File: src/rtl/core/day_night_color_temp_scheduler_assert.svh
// Assertion macros shared by the color-temperature scheduler RTL.
// Depends on nothing; included by the files that carry assertions.
`ifndef DAY_NIGHT_COLOR_TEMP_SCHEDULER_ASSERT_SVH
`define DAY_NIGHT_COLOR_TEMP_SCHEDULER_ASSERT_SVH

// The consequent must hold in the same cycle as the antecedent.
`define DNCTS_ASSERT_SAME(label, clk, rst, ante, cons) \
   label: assert property (@(posedge clk) disable iff (rst) (ante) |-> (cons)) \
      else $error("assertion failed in color temperature scheduler");

// The consequent must hold in the cycle after the antecedent.
`define DNCTS_ASSERT_NEXT(label, clk, rst, ante, cons) \
   label: assert property (@(posedge clk) disable iff (rst) (ante) |=> (cons)) \
      else $error("assertion failed in color temperature scheduler");

`endif

File: src/rtl/core/dncts_pkg.sv
// Shared widths, codes and types of the day/night color-temperature scheduler.
// Depends on nothing; imported by every module of the block.
package dncts_pkg;

   // Field widths.
   localparam int MINUTE_W = 11;
   localparam int HOUR_W   = 5;
   localparam int FADE_W   = 10;
   localparam int KELVIN_W = 16;
   localparam int MODE_W   = 3;
   localparam int CSR_IDX_W  = 3;
   localparam int CSR_DATA_W = 16;

   // Signed width used for the window arithmetic around each edge.
   localparam int WIN_W = 13;

   // Mode codes. Codes above automatic also run the schedule.
   localparam logic [MODE_W-1:0] MODE_DAY   = 3'd0;
   localparam logic [MODE_W-1:0] MODE_NIGHT = 3'd1;
   localparam logic [MODE_W-1:0] MODE_FLAT  = 3'd2;
   localparam logic [MODE_W-1:0] MODE_OFF   = 3'd3;
   localparam logic [MODE_W-1:0] MODE_AUTO  = 3'd4;

   // Register indexes of the write port.
   localparam logic [CSR_IDX_W-1:0] REG_MODE_SELECT  = 3'd0;
   localparam logic [CSR_IDX_W-1:0] REG_DAY_HOUR     = 3'd1;
   localparam logic [CSR_IDX_W-1:0] REG_NIGHT_HOUR   = 3'd2;
   localparam logic [CSR_IDX_W-1:0] REG_FADE_MINUTES = 3'd3;
   localparam logic [CSR_IDX_W-1:0] REG_DAY_KELVIN   = 3'd4;
   localparam logic [CSR_IDX_W-1:0] REG_NIGHT_KELVIN = 3'd5;
   localparam logic [CSR_IDX_W-1:0] REG_FLAT_KELVIN  = 3'd6;

   // Status of the blend unit as seen by the sequencer.
   typedef struct packed {
      logic busy;
      logic done;
   } blend_stat_type;

endpackage

File: src/rtl/core/dncts_blend.sv
// Serial crossfade unit: shift-add product of the two weighted ends, then a
// restoring divide one quotient bit per cycle. Depends on dncts_pkg.
`include "day_night_color_temp_scheduler_assert.svh"

module dncts_blend
   import dncts_pkg::*;
(
   input  logic                clock,
   input  logic                reset,
   input  logic                start,
   input  logic [KELVIN_W-1:0] from_kelvin,
   input  logic [KELVIN_W-1:0] to_kelvin,
   input  logic [FADE_W-1:0]   num,
   input  logic [FADE_W-1:0]   fade,
   output logic [KELVIN_W-1:0] quotient,
   output blend_stat_type      stat
);

   localparam int ACC_W = KELVIN_W + FADE_W;       // weighted sum width
   localparam int NUM_W = ACC_W + 1;               // doubled sum plus fade
   localparam int DIV_W = FADE_W + 1;              // divisor is twice fade
   localparam int CNT_W = $clog2(KELVIN_W);
   localparam logic [CNT_W-1:0] MUL_LAST = CNT_W'(FADE_W - 1);
   localparam logic [CNT_W-1:0] DIV_LAST = CNT_W'(KELVIN_W - 1);

   localparam logic [1:0] B_IDLE = 2'd0;
   localparam logic [1:0] B_MUL  = 2'd1;
   localparam logic [1:0] B_PREP = 2'd2;
   localparam logic [1:0] B_DIV  = 2'd3;

   logic [1:0]          state_ff, state_in;
   logic [CNT_W-1:0]    cnt_ff, cnt_in;
   logic                done_ff, done_in;
   logic [KELVIN_W-1:0] from_ff, from_in;
   logic [KELVIN_W-1:0] to_ff, to_in;
   logic [FADE_W-1:0]   wfrom_ff, wfrom_in;   // weight of from: fade - num
   logic [FADE_W-1:0]   wto_ff, wto_in;       // weight of to: num
   logic [FADE_W-1:0]   fade_ff, fade_in;
   logic [ACC_W-1:0]    acc_ff, acc_in;
   logic [DIV_W-1:0]    rem_ff, rem_in;
   logic [KELVIN_W-1:0] quo_ff, quo_in;

   logic [KELVIN_W:0]   pp;
   logic [NUM_W-1:0]    dividend;
   logic [DIV_W:0]      trial;
   logic [DIV_W:0]      divisor;
   logic                ge;

   // One partial product per cycle, weight bits taken MSB first.
   assign pp = ({1'b0, wfrom_ff[FADE_W-1] ? from_ff : {KELVIN_W{1'b0}}})
             + ({1'b0, wto_ff[FADE_W-1] ? to_ff : {KELVIN_W{1'b0}}});

   // Dividend 2*acc + fade and the restoring divide step.
   assign dividend = {acc_ff, 1'b0} + NUM_W'(fade_ff);
   assign divisor  = {1'b0, fade_ff, 1'b0};
   assign trial    = {rem_ff, quo_ff[KELVIN_W-1]};
   assign ge       = (trial >= divisor);

   // Sequencing of the multiply and divide phases.
   always_comb begin
      state_in = state_ff;
      cnt_in   = cnt_ff;
      done_in  = 1'b0;
      from_in  = from_ff;
      to_in    = to_ff;
      wfrom_in = wfrom_ff;
      wto_in   = wto_ff;
      fade_in  = fade_ff;
      acc_in   = acc_ff;
      rem_in   = rem_ff;
      quo_in   = quo_ff;
      unique case (state_ff)
         B_IDLE: begin
            if (start) begin
               from_in  = from_kelvin;
               to_in    = to_kelvin;
               wfrom_in = fade - num;
               wto_in   = num;
               fade_in  = fade;
               acc_in   = '0;
               cnt_in   = '0;
               state_in = B_MUL;
            end
         end
         B_MUL: begin
            acc_in   = {acc_ff[ACC_W-2:0], 1'b0} + ACC_W'(pp);
            wfrom_in = {wfrom_ff[FADE_W-2:0], 1'b0};
            wto_in   = {wto_ff[FADE_W-2:0], 1'b0};
            cnt_in   = cnt_ff + 1'b1;
            if (cnt_ff == MUL_LAST) begin
               state_in = B_PREP;
            end
         end
         B_PREP: begin
            // The high part is below the divisor since the quotient fits 16 bits.
            rem_in   = dividend[NUM_W-1:KELVIN_W];
            quo_in   = dividend[KELVIN_W-1:0];
            cnt_in   = '0;
            state_in = B_DIV;
         end
         B_DIV: begin
            rem_in = ge ? DIV_W'(trial - divisor) : trial[DIV_W-1:0];
            quo_in = {quo_ff[KELVIN_W-2:0], ge};
            cnt_in = cnt_ff + 1'b1;
            if (cnt_ff == DIV_LAST) begin
               done_in  = 1'b1;
               state_in = B_IDLE;
            end
         end
         default: state_in = B_IDLE;
      endcase
   end

   // Control registers.
   always_ff @(posedge clock) begin
      if (reset) begin
         state_ff <= B_IDLE;
         cnt_ff   <= '0;
         done_ff  <= 1'b0;
      end else begin
         state_ff <= state_in;
         cnt_ff   <= cnt_in;
         done_ff  <= done_in;
      end
   end

   // Datapath registers.
   always_ff @(posedge clock) begin
      from_ff  <= from_in;
      to_ff    <= to_in;
      wfrom_ff <= wfrom_in;
      wto_ff   <= wto_in;
      fade_ff  <= fade_in;
      acc_ff   <= acc_in;
      rem_ff   <= rem_in;
      quo_ff   <= quo_in;
   end

   assign quotient  = quo_ff;
   assign stat.busy = (state_ff != B_IDLE);
   assign stat.done = done_ff;

   // A start only arrives while the unit is free.
   `DNCTS_ASSERT_SAME(a_start_idle, clock, reset, start, state_ff == B_IDLE)
   // The divide always follows directly on the preparation step.
   `DNCTS_ASSERT_NEXT(a_prep_div, clock, reset, state_ff == B_PREP, state_ff == B_DIV)
   // The partial remainder never reaches the divisor.
   `DNCTS_ASSERT_SAME(a_rem_bound, clock, reset, state_ff == B_DIV,
                      {1'b0, rem_ff} < {1'b0, fade_ff, 1'b0})

endmodule

File: src/rtl/core/day_night_color_temp_scheduler.sv
// Top level of the day/night color-temperature scheduler: registers, window
// decode, result register. Depends on dncts_pkg and dncts_blend.
//
//   channel | ports                                         | direction
//   req     | req_valid, req_ready, req_minute_of_day       | in
//   rsp     | rsp_valid, rsp_ready, rsp_target_kelvin,      | out
//           | rsp_is_warm, rsp_target_changed               |
//   csr     | csr_wr_en, csr_index, csr_wdata               | in
//
// Fixed modes and the flat parts of the schedule go from the transfer through
// the setup state into the result register. Inside a crossfade window the
// blend unit runs in between: ten shift-add steps, one preparation step and
// sixteen divide steps, plus the handoffs around it. One item is in work at a
// time; the next one is taken only after the previous result has been passed
// from the result register to the outputs in the final state.
// Reset is synchronous and restores the register defaults and a zero last target.
// A stalled result register holds the finished item in the final state.
`include "day_night_color_temp_scheduler_assert.svh"

module day_night_color_temp_scheduler
   import dncts_pkg::*;
(
   input  logic                  clock,
   input  logic                  reset,
   input  logic                  req_valid,
   output logic                  req_ready,
   input  logic [MINUTE_W-1:0]   req_minute_of_day,
   output logic                  rsp_valid,
   input  logic                  rsp_ready,
   output logic [KELVIN_W-1:0]   rsp_target_kelvin,
   output logic                  rsp_is_warm,
   output logic                  rsp_target_changed,
   input  logic                  csr_wr_en,
   input  logic [CSR_IDX_W-1:0]  csr_index,
   input  logic [CSR_DATA_W-1:0] csr_wdata
);

   localparam logic [1:0] ST_IDLE  = 2'd0;
   localparam logic [1:0] ST_SETUP = 2'd1;
   localparam logic [1:0] ST_BLEND = 2'd2;
   localparam logic [1:0] ST_FIN   = 2'd3;

   logic [MODE_W-1:0]   mode_ff;
   logic [HOUR_W-1:0]   day_hour_ff, night_hour_ff;
   logic [FADE_W-1:0]   fade_ff;
   logic [KELVIN_W-1:0] day_k_ff, night_k_ff, flat_k_ff;

   logic [1:0]          state_ff, state_in;
   logic [MINUTE_W-1:0] minute_ff, minute_in;
   logic [KELVIN_W-1:0] result_ff, result_in;
   logic [KELVIN_W-1:0] last_ff, last_in;
   logic                rsp_valid_ff, rsp_valid_in;
   logic [KELVIN_W-1:0] rsp_target_ff, rsp_target_in;
   logic                rsp_warm_ff, rsp_warm_in;
   logic                rsp_changed_ff, rsp_changed_in;

   logic                is_auto;
   logic signed [WIN_W-1:0] m_s, dawn_s, dusk_s, half_s;
   logic signed [WIN_W-1:0] dawn_lo, dawn_hi, dusk_lo, dusk_hi;
   logic [WIN_W-1:0]    dawn_off, dusk_off;
   logic                in_dawn, in_dusk, fade_on;
   logic                blend_start;
   logic [KELVIN_W-1:0] blend_from, blend_to, blend_q;
   logic [FADE_W-1:0]   blend_num;
   logic [KELVIN_W-1:0] plain_target;
   logic                out_free;
   blend_stat_type      blend_stat;

   // Configuration writes; an index past the list is ignored.
   always_ff @(posedge clock) begin
      if (reset) begin
         mode_ff       <= MODE_AUTO;
         day_hour_ff   <= HOUR_W'(7);
         night_hour_ff <= HOUR_W'(20);
         fade_ff       <= FADE_W'(30);
         day_k_ff      <= KELVIN_W'(6500);
         night_k_ff    <= KELVIN_W'(3500);
         flat_k_ff     <= KELVIN_W'(4500);
      end else if (csr_wr_en) begin
         unique case (csr_index)
            REG_MODE_SELECT:  mode_ff       <= csr_wdata[MODE_W-1:0];
            REG_DAY_HOUR:     day_hour_ff   <= csr_wdata[HOUR_W-1:0];
            REG_NIGHT_HOUR:   night_hour_ff <= csr_wdata[HOUR_W-1:0];
            REG_FADE_MINUTES: fade_ff       <= csr_wdata[FADE_W-1:0];
            REG_DAY_KELVIN:   day_k_ff      <= csr_wdata;
            REG_NIGHT_KELVIN: night_k_ff    <= csr_wdata;
            REG_FLAT_KELVIN:  flat_k_ff     <= csr_wdata;
            default: ;
         endcase
      end
   end

   // Edge minutes are hour times sixty, written as 64h - 4h.
   assign is_auto = (mode_ff >= MODE_AUTO);
   assign m_s     = signed'(WIN_W'(minute_ff));
   assign dawn_s  = signed'((WIN_W'(day_hour_ff) << 6) - (WIN_W'(day_hour_ff) << 2));
   assign dusk_s  = signed'((WIN_W'(night_hour_ff) << 6) - (WIN_W'(night_hour_ff) << 2));
   assign half_s  = signed'(WIN_W'(fade_ff >> 1));
   assign dawn_lo = dawn_s - half_s;
   assign dawn_hi = dawn_s + half_s;
   assign dusk_lo = dusk_s - half_s;
   assign dusk_hi = dusk_s + half_s;
   assign fade_on = (fade_ff != '0);
   assign in_dawn = fade_on && (m_s >= dawn_lo) && (m_s < dawn_hi);
   assign in_dusk = fade_on && (m_s >= dusk_lo) && (m_s < dusk_hi);
   assign dawn_off = WIN_W'(m_s - dawn_lo);
   assign dusk_off = WIN_W'(m_s - dusk_lo);

   // The dawn window wins where the two overlap.
   assign blend_from = in_dawn ? night_k_ff : day_k_ff;
   assign blend_to   = in_dawn ? day_k_ff : night_k_ff;
   assign blend_num  = in_dawn ? dawn_off[FADE_W-1:0] : dusk_off[FADE_W-1:0];
   assign blend_start = (state_ff == ST_SETUP) && is_auto && (in_dawn || in_dusk);

   // Target outside the crossfade: fixed modes or the hard step.
   always_comb begin
      priority if (mode_ff == MODE_DAY) begin
         plain_target = day_k_ff;
      end else if (mode_ff == MODE_NIGHT) begin
         plain_target = night_k_ff;
      end else if (mode_ff == MODE_FLAT) begin
         plain_target = flat_k_ff;
      end else if (mode_ff == MODE_OFF) begin
         plain_target = '0;
      end else if ((m_s >= dawn_s) && (m_s < dusk_s)) begin
         plain_target = day_k_ff;
      end else begin
         plain_target = night_k_ff;
      end
   end

   dncts_blend u_blend (
      .clock       (clock),
      .reset       (reset),
      .start       (blend_start),
      .from_kelvin (blend_from),
      .to_kelvin   (blend_to),
      .num         (blend_num),
      .fade        (fade_ff),
      .quotient    (blend_q),
      .stat        (blend_stat)
   );

   assign out_free  = !rsp_valid_ff || rsp_ready;
   assign req_ready = (state_ff == ST_IDLE);

   // Item sequencer and result register.
   always_comb begin
      state_in       = state_ff;
      minute_in      = minute_ff;
      result_in      = result_ff;
      last_in        = last_ff;
      rsp_valid_in   = rsp_valid_ff && !rsp_ready;
      rsp_target_in  = rsp_target_ff;
      rsp_warm_in    = rsp_warm_ff;
      rsp_changed_in = rsp_changed_ff;
      unique case (state_ff)
         ST_IDLE: begin
            if (req_valid) begin
               minute_in = req_minute_of_day;
               state_in  = ST_SETUP;
            end
         end
         ST_SETUP: begin
            result_in = plain_target;
            state_in  = blend_start ? ST_BLEND : ST_FIN;
         end
         ST_BLEND: begin
            if (blend_stat.done) begin
               result_in = blend_q;
               state_in  = ST_FIN;
            end
         end
         ST_FIN: begin
            if (out_free) begin
               rsp_valid_in   = 1'b1;
               rsp_target_in  = result_ff;
               rsp_warm_in    = is_auto ? (result_ff < day_k_ff)
                                        : ((mode_ff == MODE_NIGHT) || (mode_ff == MODE_FLAT));
               rsp_changed_in = (result_ff != last_ff);
               last_in        = result_ff;
               state_in       = ST_IDLE;
            end
         end
         default: state_in = ST_IDLE;
      endcase
   end

   // Control state.
   always_ff @(posedge clock) begin
      if (reset) begin
         state_ff     <= ST_IDLE;
         rsp_valid_ff <= 1'b0;
         last_ff      <= '0;
      end else begin
         state_ff     <= state_in;
         rsp_valid_ff <= rsp_valid_in;
         last_ff      <= last_in;
      end
   end

   // Payload registers.
   always_ff @(posedge clock) begin
      minute_ff      <= minute_in;
      result_ff      <= result_in;
      rsp_target_ff  <= rsp_target_in;
      rsp_warm_ff    <= rsp_warm_in;
      rsp_changed_ff <= rsp_changed_in;
   end

   assign rsp_valid          = rsp_valid_ff;
   assign rsp_target_kelvin  = rsp_target_ff;
   assign rsp_is_warm        = rsp_warm_ff;
   assign rsp_target_changed = rsp_changed_ff;

   // A transfer on the request side always starts the window decode.
   `DNCTS_ASSERT_NEXT(a_req_setup, clock, reset, req_valid && req_ready,
                      state_ff == ST_SETUP)
   // The blend unit only finishes while the sequencer waits for it.
   `DNCTS_ASSERT_SAME(a_done_wait, clock, reset, blend_stat.done, state_ff == ST_BLEND)
   // The blend unit is free whenever a new item may be taken.
   `DNCTS_ASSERT_SAME(a_idle_free, clock, reset, state_ff == ST_IDLE, !blend_stat.busy)
   // A shown result is always the one recorded as last target.
   `DNCTS_ASSERT_SAME(a_last_match, clock, reset, rsp_valid_ff,
                      last_ff == rsp_target_ff)

endmodule

File: config.mk
export PLATFORM = sky130hd
export DESIGN_NAME = day_night_color_temp_scheduler
export DESIGN_NICKNAME = d
export VERILOG_FILES = /design/src/rtl/core/dncts_pkg.sv /design/src/rtl/core/dncts_blend.sv /design/src/rtl/core/day_night_color_temp_scheduler.sv
export VERILOG_INCLUDE_DIRS = /design/src /design/src/rtl/core
export SDC_FILE = /design/constraint.sdc
export NUM_CORES = 1
export LEC_CHECK = 0
export BUFFER_PORTS_ARGS = -buffer_cell sky130_fd_sc_hd__clkbuf_2
export CAP_MARGIN = 20
export CORE_MARGIN = 5
export CORE_UTILIZATION = 55
export CTS_BUF_LIST = sky130_fd_sc_hd__clkbuf_4 sky130_fd_sc_hd__clkbuf_8 sky130_fd_sc_hd__clkbuf_16
export DETAILED_ROUTE_END_ITERATION = 8
export GPL_TIMING_DRIVEN = 0
export MAX_ROUTING_LAYER = met4
export PLACE_DENSITY_LB_ADDON = 0.1
export SLEW_MARGIN = 20
export SYNTH_ARGS = -nofsm -noshare
export SYNTH_HDL_FRONTEND = slang
export SYNTH_SLANG_ARGS = --single-unit
File: constraint.sdc
create_clock -name clock -period 10 [get_ports clock]
set_input_delay 0.5 -clock clock [delete_from_list [all_inputs] [get_ports clock]]
set_output_delay 0.5 -clock clock [all_outputs]
set_load 0.01 [all_outputs]
==> results of run 1 <==
[metrics by stage]
step                setup slack [ns]  hold WS [ns]  cell area (um2)  TNS (ns)  power (mW)
floorplan                       1.86         0.433            17400         0        3.17
global placement               -1.03         0.444            18200    -47.19        3.68
detailed placement              1.24         0.448            18300         0        3.75
CTS                             1.19        0.0923            19300         0        4.87
global route                   0.658         0.101            19300         0        5.20
finish                          1.09         0.115            19300         0        4.85
[logic make-up after synthesis]
logic type,share of synthesized area
muxes,0.0409
adders and majority gates,0.145
AOI/OAI and AO/OA,0.154
xor gates and xnor gates,0.0553
and+or+nand+nor,0.167
buffers and inverters,0.0495
DFF,0.387
[metal layers]
metal	global-route usage	routed length, um	vias up
li1	-	-	6889
met1	0.375	21900	6830
met2	0.429	21700	403
met3	0.0350	2950	99
met4	0.0850	1610	0
met5	-	0	-
[report_power, final]
group	internal, mW	switching [mW]	total (mW)
Combinational	0.887	1.25	2.14
Clock	0.659	0.448	1.11
Sequential	1.45	0.161	1.61
Total	2.99	1.86	4.85
[state kept, by name (all words and copies together) (netlist names), 11 cells and up]
name and cells:
u_blend.quotient 16, last_ff 16, rsp_target_kelvin 16, u_blend.acc_ff 26, minute_ff 11, day_k_ff 16
result_ff 16, u_blend.to_ff 16, u_blend.rem_ff 11, night_k_ff 16, u_blend.from_ff 16, flat_k_ff 16
[cell usage in the layout, fill, tap and decap left out, types with 8 or more instances in the layout]
cell type,count
nand2_1,300
ha_1,165
edfxtp_1,160
inv_1,155
a21oi_1,128
o21ai_0,104
dfxtp_1,97
nor2_1,83
xnor2_1,66
clkbuf_1,57
clkbuf_2,54
xor2_1,44
nand3_1,37
nor3_1,36
mux2i_1,34
mux2_2,33
clkbuf_16,30
nor2b_1,27
a21o_1,24
o211ai_1,24
and2_1,24
nand4_1,22
fa_1,22
nand2b_1,20
o21a_1,17
and3_1,16
or3_1,15
a311o_1,15
a211oi_1,14
o31ai_1,12
or2_2,8
a31oi_1,8
o21bai_1,8
a21boi_0,8
[worst register-to-register path, delay by kind of cell, from the launching register on]
family / cells / cell delay, ns
adders and majority gates: 8 / 2.53
xor gates and xnor gates: 3 / 0.91
and+or+nand+nor: 4 / 0.34
buffers and inverters: 4 / 1.09
muxes: 2 / 0.65
AOI/OAI and AO/OA: 11 / 2.54
DFF: 1 / 0.61
[final cells by class]
type | count | area, um2 | share of cell area
Buffer | 67 | 268 | 0.0139
Clock buffer | 42 | 872 | 0.0453
Inverter | 159 | 597 | 0.0310
Sequential cell | 257 | 6750 | 0.350
Tap cell | 402 | 503 | 0.0261
Multi-Input combinational cell | 1411 | 9820 | 0.510
Clock inverter | 12 | 129 | 0.00669
Timing Repair Buffer | 59 | 324 | 0.0168
[worst paths after layout]
path / from / endpoint / slack (ns)
setup / recovery: day_hour_ff[0] / u_blend.wfrom_ff[8] / 1.09
hold / removal: req_minute_of_day[3] / minute_ff[3] / 0.11
setup reg to reg: day_hour_ff[0] / u_blend.wfrom_ff[8] / 1.09
hold reg to reg: flat_k_ff[15] / flat_k_ff[15] / 0.46
==> results_dict.tcl, run 1 <==
set metrics [dict create \
    status "completed" \
    path_max_fanout 10 \
    syn-cell-area_mm2 0.0174 \
    maxClockFrequency_mhz 112 \
    htreeDepth 1 \
    rsz0062_at_grt "no" \
    hpwl_um 37600 \
    diodes 0 \
    min_path_cells 1 \
    period_needed_ns 8.91 \
    drive_gt1_frac 0.0867 \
    final_cells 2409 \
    cp_num_buf_inv 4 \
    r2r_cells 32 \
    worstMarginPinSlew_ns 0.897 \
    drt_first_pass_iters 5 \
    fp.dieH_um 188 \
    cpLargestDelayFamily "compound AO/OA/AOI/OAI gates" \
    vdd_ir_drop_max_mv 0.214 \
    synth_top_cell_area_share 0.276 \
    hold_path.class "in2reg" \
    ant_nets 0 \
    yosysWarnings 0 \
    rows 65 \
    coreArea_mm2 0.0314 \
    dr_total_vias 14221 \
    grt_usage 0.274 \
    cts_setup_buffers 0 \
    synth_edf_count 160 \
    relSlewSlack 0.398 \
    synthTopCellsByArea "edfxtp_1, ha_1, dfxtp_1, nand2_1, a21oi_1" \
    overflow 0 \
    area_growth_pct 10.5 \
    io_buffers 54 \
    grt_max_degree 31 \
    cts_resized 0 \
    total_leakage_power_nw 7.78 \
    post_drt_via_cell_ratio 5.90 \
    initial_core_util 0.555 \
    synth_cells 1894 \
    grt_pass1_vias 13883 \
    cp_slowest_cell "dfxtp_1" \
    cap_violations 0 \
    grt_pass1_wl_um 75400 \
    die_area_mm2 0.0353 \
    ys.flop_type "edfxtp_1" \
    drc 0 \
    cp_slowest_stage_delay_ns 0.61 \
    clk_pin_slew_ns 0.06 \
    cts_hold_buf 0 \
    gp_congestion 0.923 \
    cts_tree "yes" \
    insertion_delay_ns 0.56 \
    routed_wl_um 48200 \
    die_x_um 188 \
    final_util 0.614 \
    numCtsBuffers 29 \
    p_per_area_mw_per_mm2 252 \
    period_share 0.891 \
    ioPinCount 55 \
    timing.final.max_slew_violations 0 \
    clock-sinks 257 \
    path_depth 32 \
    antenna_found_initial 1 \
    postSynthNetCount 2116 \
    yosysMostFrequentCell "nand2_1" \
    fin_nets 2206 \
    post-place-cells 2355 \
    required_ns 10.31 \
    nFillCells 2827 \
    fin_skew_ns 0.0141 \
    synthArstFlopShare 0 \
    yosysUniqueCellTypes 77 \
    drtIter0Drc 1079 \
    synth-seq-cells 257 \
    setup_violations 0 \
    cts_buffer_depth 3 \
    cts.root.buffer_cell "clkbuf_16" \
    arrival_ns 9.21 \
    crit_path_end_kind "flip-flop" \
    wl_per_cell_um 20.0 \
    synth_area_leader_cell "edfxtp_1" \
    synthTopCellsByCount "nand2_1, ha_1, edfxtp_1" \
    synth_area_per_cell_um2 9.20 \
    path_common_cell "ha_1" \
    ys_seq_area_frac 0.387 \
    start_kind "flip-flop" \
    hold_viol_final 0 \
    path_class "reg2reg" \
]
Power figures use the tool's default switching activity.
==> run 2: changes to the inputs <==
--- a/config.mk
+++ b/config.mk
@@ -11,6 +11,7 @@
 export CORE_MARGIN = 5
 export CORE_UTILIZATION = 55
 export CTS_BUF_LIST = sky130_fd_sc_hd__clkbuf_4 sky130_fd_sc_hd__clkbuf_8 sky130_fd_sc_hd__clkbuf_16
+export CTS_CLUSTER_DIAMETER = 40
 export DETAILED_ROUTE_END_ITERATION = 8
 export GPL_TIMING_DRIVEN = 0
 export MAX_ROUTING_LAYER = met4
==> constraint.sdc (replaced) <==
create_clock -name clock -period 10.3 [get_ports clock]
set_input_delay 0.515 -clock clock [delete_from_list [all_inputs] [get_ports clock]]
set_output_delay 0.515 -clock clock [all_outputs]
set_load 0.01 [all_outputs]
==> run 2 against run 1 <==
Against the previous run: wire length up 1.1%; power up 5.5%; first-iteration DRC count up 1.3%; register-to-register slack better by 0.32 ns; sequential power down 3%; critical path depth unchanged; maximum frequency up 0.24%; final cell count up 1.1%; global-route usage up 0.38 points; clock-buffer cell count up 5; critical endpoint unchanged; largest power group unchanged.
==> results_dict.tcl, run 2 (synthesized netlist as in run 1, its figures left out) <==
set metrics [dict create \
    status "completed" \
    vdd_ir_drop_max_mv 0.150 \
    crit_path_end_kind "flip-flop" \
    antenna_found_initial 1 \
    drtIter0Drc 1093 \
    cts_tree "yes" \
    cts_buffer_depth 3 \
    final_cells 2436 \
    min-delay-start "req_minute_of_day[3]" \
    p_int_mw 3.17 \
    regMostFlops "u_blend.acc_ff" \
    arrival_ns 9.18 \
    grt_pass1_wl_um 76000 \
    post_drt_via_cell_ratio 5.88 \
    holdWs_ns 0.148 \
    grt_pass1_vias 14102 \
    hpwl_um 37600 \
    power_frac_clock 0.288 \
    insertion_delay_ns 0.55 \
    final_util 0.629 \
    die_x_um 188 \
    ant_nets 0 \
    worstMarginPinSlew_ns 0.879 \
    path_class "reg2reg" \
    gp_congestion 0.923 \
    sw_frac_of_total 0.381 \
    path_max_fanout 10 \
    coreArea_mm2 0.0314 \
    p_switching_mw 1.95 \
    clk_pin_slew_ns 0.06 \
    htreeDepth 2 \
    routed_wl_um 48700 \
    p_seq_frac 0.305 \
    overflow 0 \
    area_growth_pct 13.4 \
    drc 0 \
    fin_skew_ns 0.0165 \
    endpoint "u_blend.wfrom_ff[8]" \
    cp_slowest_cell "dfxtp_1" \
    hold_path.class "in2reg" \
    layout_common_cells "nand2_1, ha_1, edfxtp_1" \
    dr_total_vias 14330 \
    clock-sinks 257 \
    drive_gt1_frac 0.0994 \
    cts_resized 0 \
    numCtsBuffers 43 \
    cts_setup_buffers 0 \
    p_total_mw 5.12 \
    period_share 0.863 \
    crit_path_start "day_hour_ff[0]" \
    rows 65 \
    period_needed_ns 8.88 \
    hold_viol_final 0 \
    rsz0062_at_grt "no" \
    fp.dieH_um 188 \
    final_common_cell "nand2_1" \
    fin_nets 2220 \
    path_common_cell "ha_1" \
    cts.root.buffer_cell "clkbuf_16" \
    die_area_mm2 0.0353 \
    timing.final.max_slew_violations 0 \
    reg2reg_slack_ns 1.42 \
    cap_violations 0 \
    setup_violations 0 \
    largest_reg_flops 26 \
    p_per_area_mw_per_mm2 259 \
    io_buffers 54 \
    finalSetupTns_ns 0 \
    initial_core_util 0.555 \
    grt_max_degree 31 \
    start_kind "flip-flop" \
    ioPinCount 55 \
    r2r_start "day_hour_ff[0]" \
    maxClockFrequency_mhz 113 \
    r2r_cells 32 \
    comb_power_share 0.407 \
    grt_usage 0.278 \
    total_leakage_power_nw 8.01 \
    relSlewSlack 0.410 \
    drt_first_pass_iters 5 \
    cts_hold_buf 0 \
    r2r-end "u_blend.wfrom_ff[8]" \
    cp_slowest_stage_delay_ns 0.60 \
    wl_per_cell_um 20.0 \
    post-place-cells 2355 \
    required_ns 10.60 \
]
-- run 2: cell count changes in the layout (fill, tap and decap cells not counted), sizes merged --
cell,previous run,this run
inv,157,173
clkbuf,153,158
clkinv,10,13
clkinvlp,2,4
diode,0,1
-- run 2: final cells by class --
cell class	count	area [um2]
antenna	1	2.50
buffer	67	268
clock buffer	47	1180
clock inverter	33	320
fill	2769	11600
inverter	159	597
multi-input combinational	1411	9820
sequential	257	6750
tap	402	503
timing repair buffer	59	324
-- run 2: worst min-delay path by stage --
| stage | endpoint | slack (ns) | cells after the start |
|---|---|---|---|
| after floorplan | flat_k_ff[5] | 0.43 | 2 |
| after global placement | flat_k_ff[14] | 0.44 | 2 |
| after detailed placement | flat_k_ff[15] | 0.45 | 2 |
| after CTS | minute_ff[3] | 0.13 | 1 |
| after global routing | minute_ff[8] | 0.13 | 1 |
| final | minute_ff[3] | 0.15 | 1 |
-- run 2: metrics by stage --
stage | area [um2] | setup WS (ns)
floorplan | 17400 | 2.16
global placement | 18200 | -0.730
detailed placement | 18300 | 1.54
CTS | 19800 | 1.49
global route | 19800 | 0.975
finish | 19800 | 1.42
-- run 2: critical path: cells and delay by family (launching register included) --
family	cells	cell delay [ns]
flops	1	0.60
simple gates	4	0.34
fa+ha+maj	8	2.52
buf+inv	4	1.09
mux	2	0.65
compound gates	11	2.56
xor+xnor	3	0.89
-- run 2: metal layers --
| layer | global-route usage | vias up | part of all wire |
|---|---|---|---|
| li1 | - | 6928 | - |
| met1 | 0.372 | 6843 | 0.45 |
| met2 | 0.428 | 442 | 0.45 |
| met3 | 0.0478 | 117 | 0.068 |
| met4 | 0.101 | 0 | 0.036 |
| met5 | - | - | 0 |
-- run 2: power groups by stage --
stage / clock [mW] / combinational (mW) / sequential (mW)
global route: 1.55 / 2.32 / 1.59
CTS: 1.50 / 2.07 / 1.56
floorplan: 0 / 1.55 / 1.53
finish: 1.48 / 2.08 / 1.56
detailed placement: 0 / 2.06 / 1.58
global placement: 0 / 1.98 / 1.59
